==> src/hw/rtl/iocb_pkg.sv <==
package iocb_pkg;

  // bank geometry
  localparam int unsigned Channels = 8;
  localparam int unsigned Lanes    = (Channels < 8) ? Channels : 8;

  // field and register widths
  localparam int unsigned ChanW  = 3;
  localparam int unsigned MaskW  = 8;
  localparam int unsigned CntW   = 32;
  localparam int unsigned DataW  = 32;
  localparam int unsigned AddrW  = 4;

  localparam logic [CntW-1:0] TimeoutReset = CntW'(1000);

  // register index, taken from paddr word bits
  typedef enum logic [1:0] {
    RegEnabled = 2'd0,
    RegPush    = 2'd1,
    RegTimeout = 2'd2
  } reg_idx_e;

  // item kind
  typedef enum logic {
    OpCommand = 1'b0,
    OpTick    = 1'b1
  } op_e;

  // configuration seen by the datapath
  typedef struct packed {
    logic [MaskW-1:0] enabled;
    logic [MaskW-1:0] push;
    logic [CntW-1:0]  timeout;
  } cfg_t;

  // one registered input item
  typedef struct packed {
    op_e              operation;
    logic [ChanW-1:0] channel;
    logic             press;
  } item_t;

endpackage

==> src/hw/rtl/iocb_cmd_if.sv <==
interface iocb_cmd_if;
  logic                      valid;
  logic                      ready;
  logic                      operation;
  logic [iocb_pkg::ChanW-1:0] channel;
  logic                      press;

  modport source (output valid, output operation, output channel, output press, input ready);
  modport sink (input valid, input operation, input channel, input press, output ready);
endinterface

==> src/hw/rtl/iocb_pin_if.sv <==
interface iocb_pin_if;
  logic                      valid;
  logic                      ready;
  logic [iocb_pkg::MaskW-1:0] pin_levels;

  modport source (output valid, output pin_levels, input ready);
  modport sink (input valid, input pin_levels, output ready);
endinterface

==> src/hw/rtl/iocb_cfg_regs.sv <==
module iocb_cfg_regs (
  input  logic                        clk_i,
  input  logic                        rst_ni,
  input  logic                        psel,
  input  logic                        penable,
  input  logic                        pwrite,
  input  logic [iocb_pkg::AddrW-1:0]  paddr,
  input  logic [iocb_pkg::DataW-1:0]  pwdata,
  output logic [iocb_pkg::DataW-1:0]  prdata,
  output logic                        pready,
  output iocb_pkg::cfg_t              cfg_o
);
  import iocb_pkg::*;

  cfg_t     cfg_q;
  reg_idx_e idx;
  logic     wr_en;

  assign pready = 1'b1;
  assign idx    = reg_idx_e'(paddr[3:2]);
  assign wr_en  = psel & penable & pwrite;
  assign cfg_o  = cfg_q;

  // register writes in the access phase
  always_ff @(posedge clk_i or negedge rst_ni) begin
    if (!rst_ni) begin
      cfg_q.enabled <= '0;
      cfg_q.push    <= '0;
      cfg_q.timeout <= TimeoutReset;
    end else if (wr_en) begin
      unique case (idx)
        RegEnabled: cfg_q.enabled <= pwdata[MaskW-1:0];
        RegPush:    cfg_q.push    <= pwdata[MaskW-1:0];
        RegTimeout: cfg_q.timeout <= pwdata[CntW-1:0];
        default: ;
      endcase
    end
  end

  // read mux
  always_comb begin
    prdata = '0;
    unique case (idx)
      RegEnabled: prdata = DataW'(cfg_q.enabled);
      RegPush:    prdata = DataW'(cfg_q.push);
      RegTimeout: prdata = DataW'(cfg_q.timeout);
      default:    prdata = '0;
    endcase
  end

endmodule

==> src/hw/rtl/iocb_in_reg.sv <==
module iocb_in_reg (
  input  logic            clk_i,
  input  logic            rst_ni,
  iocb_cmd_if.sink        cmd_i,
  input  logic            take_i,
  output logic            valid_o,
  output iocb_pkg::item_t item_o
);
  import iocb_pkg::*;

  logic  valid_q;
  item_t item_q;

  // free when empty or when the held transaction moves on this cycle
  assign cmd_i.ready = ~valid_q | take_i;
  assign valid_o     = valid_q;
  assign item_o      = item_q;

  always_ff @(posedge clk_i or negedge rst_ni) begin
    if (!rst_ni) begin
      valid_q <= 1'b0;
    end else if (cmd_i.ready) begin
      valid_q <= cmd_i.valid;
    end
  end

  // payload capture
  always_ff @(posedge clk_i) begin
    if (cmd_i.valid && cmd_i.ready) begin
      item_q.operation <= op_e'(cmd_i.operation);
      item_q.channel   <= cmd_i.channel;
      item_q.press     <= cmd_i.press;
    end
  end

endmodule

==> src/hw/rtl/iocb_bank_core.sv <==
module iocb_bank_core (
  input  logic            clk_i,
  input  logic            rst_ni,
  input  iocb_pkg::cfg_t  cfg_i,
  input  logic            valid_i,
  input  iocb_pkg::item_t item_i,
  output logic            take_o,
  iocb_pin_if.source      pin_o
);
  import iocb_pkg::*;

  logic [Lanes-1:0] level_q, level_d;
  logic [CntW-1:0]  cnt_q [Lanes];
  logic [CntW-1:0]  cnt_d [Lanes];
  logic [CntW-1:0]  cnt_inc [Lanes];
  logic [Lanes-1:0] live, push, sel;
  logic             tgt_live, tgt_push;
  logic             out_valid_q;
  logic [MaskW-1:0] pins_q;

  assign live = cfg_i.enabled[Lanes-1:0];
  assign push = cfg_i.push[Lanes-1:0];

  // result register frees up when empty or taken
  assign take_o = valid_i & (~out_valid_q | pin_o.ready);

  // per-lane decode of the addressed channel and saturating increment
  always_comb begin
    for (int i = 0; i < Lanes; i++) begin
      sel[i]     = (item_i.channel == ChanW'(i));
      cnt_inc[i] = (cnt_q[i] == '1) ? cnt_q[i] : cnt_q[i] + CntW'(1);
    end
  end

  assign tgt_live = |(sel & live);
  assign tgt_push = |(sel & push);

  // next state for one transaction
  always_comb begin
    level_d = level_q;
    cnt_d   = cnt_q;
    if (take_o) begin
      if (item_i.operation == OpTick) begin
        for (int i = 0; i < Lanes; i++) begin
          if (live[i] && !push[i] && level_q[i] && (cnt_inc[i] >= cfg_i.timeout)) begin
            level_d[i] = 1'b0;
            cnt_d[i]   = '0;
          end else begin
            cnt_d[i]   = cnt_inc[i];
          end
        end
      end else if (tgt_live) begin
        for (int i = 0; i < Lanes; i++) begin
          if (tgt_push) begin
            if (sel[i]) begin
              level_d[i] = item_i.press;
              cnt_d[i]   = '0;
            end else if (item_i.press && live[i] && push[i]) begin
              // interlock: other enabled push channels drop
              level_d[i] = 1'b0;
              cnt_d[i]   = '0;
            end
          end else if (item_i.press && sel[i]) begin
            level_d[i] = ~level_q[i];
            cnt_d[i]   = '0;
          end
        end
      end
    end
  end

  // channel state
  always_ff @(posedge clk_i or negedge rst_ni) begin
    if (!rst_ni) begin
      level_q <= '0;
      for (int i = 0; i < Lanes; i++) begin
        cnt_q[i] <= '0;
      end
    end else begin
      level_q <= level_d;
      cnt_q   <= cnt_d;
    end
  end

  // result register
  always_ff @(posedge clk_i or negedge rst_ni) begin
    if (!rst_ni) begin
      out_valid_q <= 1'b0;
    end else if (~out_valid_q | pin_o.ready) begin
      out_valid_q <= take_o;
    end
  end

  always_ff @(posedge clk_i) begin
    if (take_o) begin
      pins_q <= MaskW'(level_d & live);
    end
  end

  assign pin_o.valid      = out_valid_q;
  assign pin_o.pin_levels = pins_q;

endmodule

==> src/hw/rtl/interlocked_output_channel_bank.sv <==
// Interlocked output channel bank.
// cmd_i carries one transaction per item: a command (channel, press or
// release) or a single time tick. pin_o returns one transaction per item
// with the pin levels of all channels after that item; disabled channels
// read 0. Push channels interlock: a press lowers every other enabled push
// channel. Toggle channels flip on press and drop after toggle_timeout
// ticks. Registers sit on an APB port: enabled_mask at 0x0, push_mask at
// 0x4, toggle_timeout at 0x8; write them only while the bank is idle.
// A result passes through the input register, which holds the item, and
// then the result register, into which the channel update is loaded.
// The bank takes one item per cycle while the receiver takes results;
// the level bits and the per-channel 32-bit saturating counters update
// as each item is taken.
// Reset clears all levels and counters, the masks to 0 and the timeout to
// 1000. When the receiver stalls, the result register holds its value and
// one more item waits in the input register; cmd_i.ready then drops.
module interlocked_output_channel_bank (
  input  logic                        clk_i,
  input  logic                        rst_ni,
  iocb_cmd_if.sink                    cmd_i,
  iocb_pin_if.source                  pin_o,
  input  logic                        psel,
  input  logic                        penable,
  input  logic                        pwrite,
  input  logic [iocb_pkg::AddrW-1:0]  paddr,
  input  logic [iocb_pkg::DataW-1:0]  pwdata,
  output logic [iocb_pkg::DataW-1:0]  prdata,
  output logic                        pready
);
  import iocb_pkg::*;

  cfg_t  cfg;
  item_t item;
  logic  item_valid;
  logic  take;

  // configuration registers
  iocb_cfg_regs u_cfg_regs (
    .clk_i   (clk_i),
    .rst_ni  (rst_ni),
    .psel    (psel),
    .penable (penable),
    .pwrite  (pwrite),
    .paddr   (paddr),
    .pwdata  (pwdata),
    .prdata  (prdata),
    .pready  (pready),
    .cfg_o   (cfg)
  );

  // input register
  iocb_in_reg u_in_reg (
    .clk_i   (clk_i),
    .rst_ni  (rst_ni),
    .cmd_i   (cmd_i),
    .take_i  (take),
    .valid_o (item_valid),
    .item_o  (item)
  );

  // channel state and result register
  iocb_bank_core u_bank_core (
    .clk_i   (clk_i),
    .rst_ni  (rst_ni),
    .cfg_i   (cfg),
    .valid_i (item_valid),
    .item_i  (item),
    .take_o  (take),
    .pin_o   (pin_o)
  );

endmodule

==> src/flat_wrapper.sv <==
// flat-port wrapper written by rule: the top's interface ports become plain ports
module interlocked_output_channel_bank_flat import iocb_pkg::*;
  (clk_i, rst_ni, psel, penable, pwrite, paddr, pwdata, prdata, pready, cmd_i_valid, cmd_i_operation, cmd_i_channel, cmd_i_press, cmd_i_ready, pin_o_valid, pin_o_pin_levels, pin_o_ready);
  iocb_cmd_if cmd_i_i ();
  iocb_pin_if pin_o_i ();
  input  logic clk_i;
  input  logic rst_ni;
  input  logic psel;
  input  logic penable;
  input  logic pwrite;
  input  logic [iocb_pkg::AddrW-1:0] paddr;
  input  logic [iocb_pkg::DataW-1:0] pwdata;
  output logic [iocb_pkg::DataW-1:0] prdata;
  output logic pready;
  input wire logic [$bits(cmd_i_i.valid)-1:0] cmd_i_valid;
  input wire logic [$bits(cmd_i_i.operation)-1:0] cmd_i_operation;
  input wire logic [$bits(cmd_i_i.channel)-1:0] cmd_i_channel;
  input wire logic [$bits(cmd_i_i.press)-1:0] cmd_i_press;
  output wire logic [$bits(cmd_i_i.ready)-1:0] cmd_i_ready;
  output wire logic [$bits(pin_o_i.valid)-1:0] pin_o_valid;
  output wire logic [$bits(pin_o_i.pin_levels)-1:0] pin_o_pin_levels;
  input wire logic [$bits(pin_o_i.ready)-1:0] pin_o_ready;
  assign cmd_i_i.valid = cmd_i_valid;
  assign cmd_i_i.operation = cmd_i_operation;
  assign cmd_i_i.channel = cmd_i_channel;
  assign cmd_i_i.press = cmd_i_press;
  assign cmd_i_ready = cmd_i_i.ready;
  assign pin_o_valid = pin_o_i.valid;
  assign pin_o_pin_levels = pin_o_i.pin_levels;
  assign pin_o_i.ready = pin_o_ready;
  interlocked_output_channel_bank u_core (.clk_i(clk_i), .rst_ni(rst_ni), .cmd_i(cmd_i_i), .pin_o(pin_o_i), .psel(psel), .penable(penable), .pwrite(pwrite), .paddr(paddr), .pwdata(pwdata), .prdata(prdata), .pready(pready));
endmodule
==> config.mk <==
export PLATFORM = sky130hd
export DESIGN_NAME = interlocked_output_channel_bank_flat
export DESIGN_NICKNAME = d
export VERILOG_FILES = /design/src/hw/rtl/iocb_pkg.sv /design/src/hw/rtl/iocb_cmd_if.sv /design/src/hw/rtl/iocb_pin_if.sv /design/src/hw/rtl/iocb_cfg_regs.sv /design/src/hw/rtl/iocb_in_reg.sv /design/src/hw/rtl/iocb_bank_core.sv /design/src/hw/rtl/interlocked_output_channel_bank.sv /design/src/flat_wrapper.sv
export SDC_FILE = /design/constraint.sdc
export NUM_CORES = 1
export LEC_CHECK = 0
export ABC_CLOCK_PERIOD_IN_PS = 9800
export BUFFER_PORTS_ARGS = -buffer_cell sky130_fd_sc_hd__buf_2
export CAP_MARGIN = 20
export CORE_MARGIN = 10
export CORE_UTILIZATION = 40
export CTS_CLUSTER_DIAMETER = 150
export DETAILED_ROUTE_END_ITERATION = 7
export PLACE_DENSITY = 0.61
export SLEW_MARGIN = 20
export SYNTH_ARGS = -nofsm -noshare
export SYNTH_HDL_FRONTEND = slang
export SYNTH_SLANG_ARGS = --single-unit
==> constraint.sdc <==
create_clock -name clk_i -period 9.8 [get_ports clk_i]
set_clock_uncertainty 0.15 [all_clocks]
set_input_delay 0.98 -clock clk_i [delete_from_list [all_inputs] [get_ports clk_i]]
set_output_delay 0.98 -clock clk_i [all_outputs]
set_load 0.01 [all_outputs]
Word level (Yosys, flattened, before mapping)
Index checks and enable logic that the tools add are counted.
Widths: inputs -> output; s select.

operators by class
  add/subtract/negate cells = 8
  reductions and logical operators = 81
  equality and inequality tests = 25
  magnitude comparators = 8
  multiplexer cells = 94
  bitwise gates (word level) = 18

operator list
  operator               number
  $mux 32                48
  $mux 256               2
  $add 32x1->32 const B  8
  $eq 32x32->1 const B   8
  $ge 32x32->1           8
  $pmux 32 s3            1
  $logic_and 1x1->1      49
  $mux 1                 40
  $ne 4x2->1 const B     8
  $reduce_and 4->1       8
  $and 8x8->8            3
  $mux 8                 3
  $reduce_bool 3->1      8
  $reduce_or 8->1        2
  $eq 3x3->1 const B     4
  $not 1->1              10
  $logic_not 1->1        8
  $eq 3x2->1 const B     2
  $reduce_and 2->1       3
  $and 1x1->1            3
  $eq 3x1->1 const B     1
  $logic_not 3->1        1
  $eq 2x1->1 const B     1
  $eq 2x2->1 const B     1
  3 further kinds        4

word-level totals
  bits of input ports = 48
  bits in registers = 327
  word-level logic and storage cells = 252
  output and inout port bits = 43

Logic depth before layout (Yosys ltp)
  depth in word-level cells = 9
  gate-level depth with buffers = 21
  depth with buffers taken out = 17

Hierarchy
Synthesis repeated with hierarchy kept, for this count alone.

second synthesis, totals
  cell total of the unflattened synthesis = 2,950
  area total of the unflattened synthesis = 26,536.7 um^2

modules (own cells, without submodules)
  module          cells an instance  times used  area each (um^2)  seq. area each (um^2)
  iocb_bank_core  2,781              1           24,131.9          6,871.6
  iocb_cfg_regs   160                1           2,200.9           1,208.7
  iocb_in_reg     9                  1           203.9             175.2

Worst setup path after synthesis
No wires, ideal clock.

  path kind = reg2reg
  from = register u_core.u_bank_core.cnt_q[224] (netlist bit)
  to = register u_core.u_bank_core.cnt_q[230] (netlist bit)
  buffers on the path = 2
  path slack = 5.672 ns
  cell stages (with the launch flop) = 20
  required time = 9.581 ns
  library setup time = 0.069 ns
  arrival = 3.909 ns
  clock period less this slack = 4.128 ns
  path through = dfrtp_1 -> ha_1 -> and2_1 -> nand4_1 -> or4_1 -> and2_4 -> and3_4 -> and3_4 -> xor2_2 -> ha_1 -> nand2_1 -> nor2_1 -> a211oi_1 -> o211a_1 -> nand3_1 -> a211oi_2 -> buf_2 -> clkbuf_1 -> nand3b_1 -> nand3_1

on the way
  word-level cells in the longest chain between the ends = 6
  elaborated cells between the ends (all ways) = 7
  classes of those cells = 1 x add/sub; 1 x order compare; 1 x eq/ne; 3 x mux; 1 x reduce/logical

ends and longest elaborated chain
  item                                           line                  text
  start: declaration                             iocb_bank_core.sv:13  logic [CntW-1:0] cnt_q [Lanes];
  start signal: assignment                       iocb_bank_core.sv:81  cnt_q <= cnt_d;
  $add 32x1->32 or $eq 32x32->1 (tied branches)  iocb_bank_core.sv:31  cnt_inc[i] = (cnt_q[i] == '1) ? cnt_q[i] : cnt_q[i] + CntW'(1);
  $mux 32 *                                      iocb_bank_core.sv:31
  $ge 32x32->1                                   iocb_bank_core.sv:45  if (live[i] && !push[i] && level_q[i] && (cnt_inc[i] >= cfg_i.timeout)) begin
  $logic_and 1x1->1                              iocb_bank_core.sv:45
  $mux 32 *                                      iocb_bank_core.sv:45
  $mux 256 *                                     iocb_bank_core.sv:43  if (item_i.operation == OpTick) begin

Every way passes the cells marked *; elsewhere a longest branch is shown, timed or not.
A chain may end at the register's enable or synchronous reset.

Worst setup path after layout
  from = register u_core.u_bank_core.cnt_q[38] (netlist bit)
  to = register u_core.u_bank_core.cnt_q[53] (netlist bit)

The elaborated chain is that of the path after synthesis.

==> run summary <==
FF+latch count, synth = 327
CP Data Arrival Time = 5650 ps
Syn avg cell area = 8.69 um2
Mapped Nets = 3283
Die Y-Extent = 274 um
Via/cell ratio = 5.98
Final hold violations = 0
Yosys top cell by area = dfrtp_1
Status = completed
Total Power = 4.69 mW
Die width = 274 um
Post-synth cell types = 90
Post-synth ARST share = 96.0%
CTS tree = done
CTS buffer count = 43
Worst IR Drop VDD = 0.106 mV
Rows = 93
Wirelength per Cell = 20.9 um
Final Wtd Congestion = 0.903
Area grow syn2layout = 10.8%
Number of port buffers = 87
Most frequent cell after synthesis = nand2_1
Nature of the critical path endpoint = register
Tmin final = 5340 ps
Actual slew at the worst max-slew pin = 1030 ps
Clk sinks = 327
Total negative slack = 0 ps
I/O pin cnt = 91
Clock transition at the registers of the reported paths = 50 ps
Congestion Overflow GR = 0
CTS Hold Buffers Added = 0
Drt drc = 0
Maxcap violations = 0
Syn Std Cell Area = 25800 um2
Largest net degree at the start of global routing = 115
Min-delay worst type = input pin to async pin
Worst Setup SP = u_core.u_bank_core.cnt_q[38]
Initial Utilization = 40.2%
# Post-CTS Setup Buffers = 0
CTS H-tree lvls = 2
Overall routing resource usage = 21.2%
Synth warn = 0
DR vias = 23400
Seq/Total Area, Yosys = 32.0%
RSZ-0062 raised after global routing = false
Hpwl dp = 56600 um
Leakage power = 13.4 nW
Relative slew slack = 31.1%
DRT iter0 DRCs = 1829
Max Slew Vio Count = 0
Vias in the first global route = 22400
Core area = 64200 um2
CTS Root Cell = clkbuf_16
Worst reg2reg path startpoint = u_core.u_bank_core.cnt_q[38]
Synth top area share = 29.8%
First-pass GRT wire length = 126000 um
Nets@finish = 3331
CP required = 10120 ps
Synthesized instance count = 2971
Post-cts sizing count = 0
Synth top cells by count = 326 x nand2_1, 308 x dfrtp_1, 264 x ha_1, 182 x o21ai_0, 179 x xnor2_1
Final wirelength = 81700 um
CP Max Fanout = 26
Share of layout cells above drive strength 1 = 9.60%
Die area = 75100 um2
Worst-Skew Late Latency = 590 ps
Ys flop type = dfrtp_1
Initial antenna violation count = 2
Worst hold-check slack = 326 ps
Synth area leaders = dfrtp_1 30%, ha_1 13%, xnor2_1 6.1%
Upper clock frequency limit = 187 MHz
Post-route ant nets = 0
Startpoint Class = register
Crit path kind = register to register
Clk buf depth = 3
Drt pass-1 iters = 6
Pwr dens = 164 nW/um2
Post-synth EDFFs = 13
Final setup violation count = 0
Final worst path period share = 54.5%
==> sequential cells by signal (all words and copies together) (netlist names) <==
signal,cells
u_core.u_bank_core.pin_o.pin_levels,8
u_core.u_cfg_regs.cfg_o,48
u_core.u_in_reg.valid_o,1
u_core.u_bank_core.level_q,8
u_core.u_bank_core.cnt_q,256
u_core.u_bank_core.pin_o.valid,1
u_core.u_in_reg.item_o,5
==> where the power goes <==
group	switching (mW)	total (mW)	internal, mW
Combinational	0.894	1.38	0.489
Clock	0.653	1.64	0.982
Sequential	0.174	1.67	1.50
Total	1.72	4.69	2.97
==> area by class of cell <==
cell class	instances	area [um2]
flip-flops and latches	327	8260
well taps	855	1070
diodes	1	2.50
inverters	105	394
clock inverters	22	228
fillers	6258	35600
multi-input cells	2413	16700
repair buffers	129	764
clock buffers	57	1190
==> logic make-up (layout without fill, tap and decap cells) <==
| logic type | Yosys count | in the layout | share of synthesized area (%) |
|---|---|---|---|
| other | 1 | 2 | 0.0145 |
| buffers and inverters | 231 | 313 | 3.61 |
| AO/OA/AOI/OAI | 668 | 668 | 16.9 |
| flip-flops | 327 | 327 | 32.0 |
| multiplexers | 55 | 55 | 2.46 |
| adder cells (fa/ha/maj) | 264 | 264 | 12.8 |
| AND/OR/NAND/NOR | 1192 | 1192 | 24.4 |
| XOR/XNOR | 233 | 233 | 7.93 |
==> metrics by stage <==
| stage | area (um2) | util [%] | std cells | setup slack, ps |
|---|---|---|---|---|
| floorplan | 25800 | - | 2971 | 5670 |
| global placement | 27200 | 42.3 | 3828 | 4550 |
| detailed placement | 27200 | 42.3 | 3829 | 4460 |
| CTS | 28600 | 44.5 | 3908 | 4460 |
| global route | 28600 | 44.5 | 3908 | 4020 |
| finish | 28600 | 44.6 | 3909 | 4460 |
==> routing by layer <==
| metal | track usage (%) | routed length, um | up-vias |
|---|---|---|---|
| met2 | 33.7 | 36700 | 772 |
| li1 | - | - | 11000 |
| met4 | 9.85 | 3730 | 0 |
| met1 | 28.0 | 36100 | 11400 |
| met5 | 0 | 0 | - |
| met3 | 3.08 | 5100 | 162 |
==> path summary, 6_finish.rpt <==
| path | end | slack, ps | depth (start not counted) |
|---|---|---|---|
| setup / recovery | u_core.u_bank_core.cnt_q[53] | 4460 | 15 |
| hold / removal | u_core.u_bank_core.cnt_q[44] | 330 | 1 |
| setup reg to reg | u_core.u_bank_core.cnt_q[53] | 4460 | 15 |
| hold reg to reg | u_core.u_bank_core.cnt_q[109] | 330 | 1 |
| max in group asynchronous | u_core.u_bank_core.cnt_q[190] | 7590 | 2 |
| min in group clk_i | u_core.u_bank_core.cnt_q[109] | 330 | 1 |
==> placed cells by master (no fill, tap or decap), types with 79 or more instances in the layout <==
cell     synthesis  layout
nand4_1        104     104
inv_1          105     105
buf_2           40      86
nor2_1         148     147
o21ai_0        182     182
a21oi_1        168     168
ha_1           264     264
and3_1          98      97
dfrtp_1        308     308
a21o_1          79      79
xnor2_1        179     179
nand2_1        326     325
nand3_1        168     168
==> critical path: stages (launching register included) <==
cell and delay, ps:
dfrtp_1 470, and4_1 380, nand3_1 170, nor3_1 330, and4_1 370, nand4_1 190, xnor2_1 190, ha_1 310
nand3_1 110, or4_1 570, or3b_1 390, o21ai_2 500, nor2_2 360, buf_4 310, and3_1 170, a221o_1 250
(Power assumes the default switching activity.)
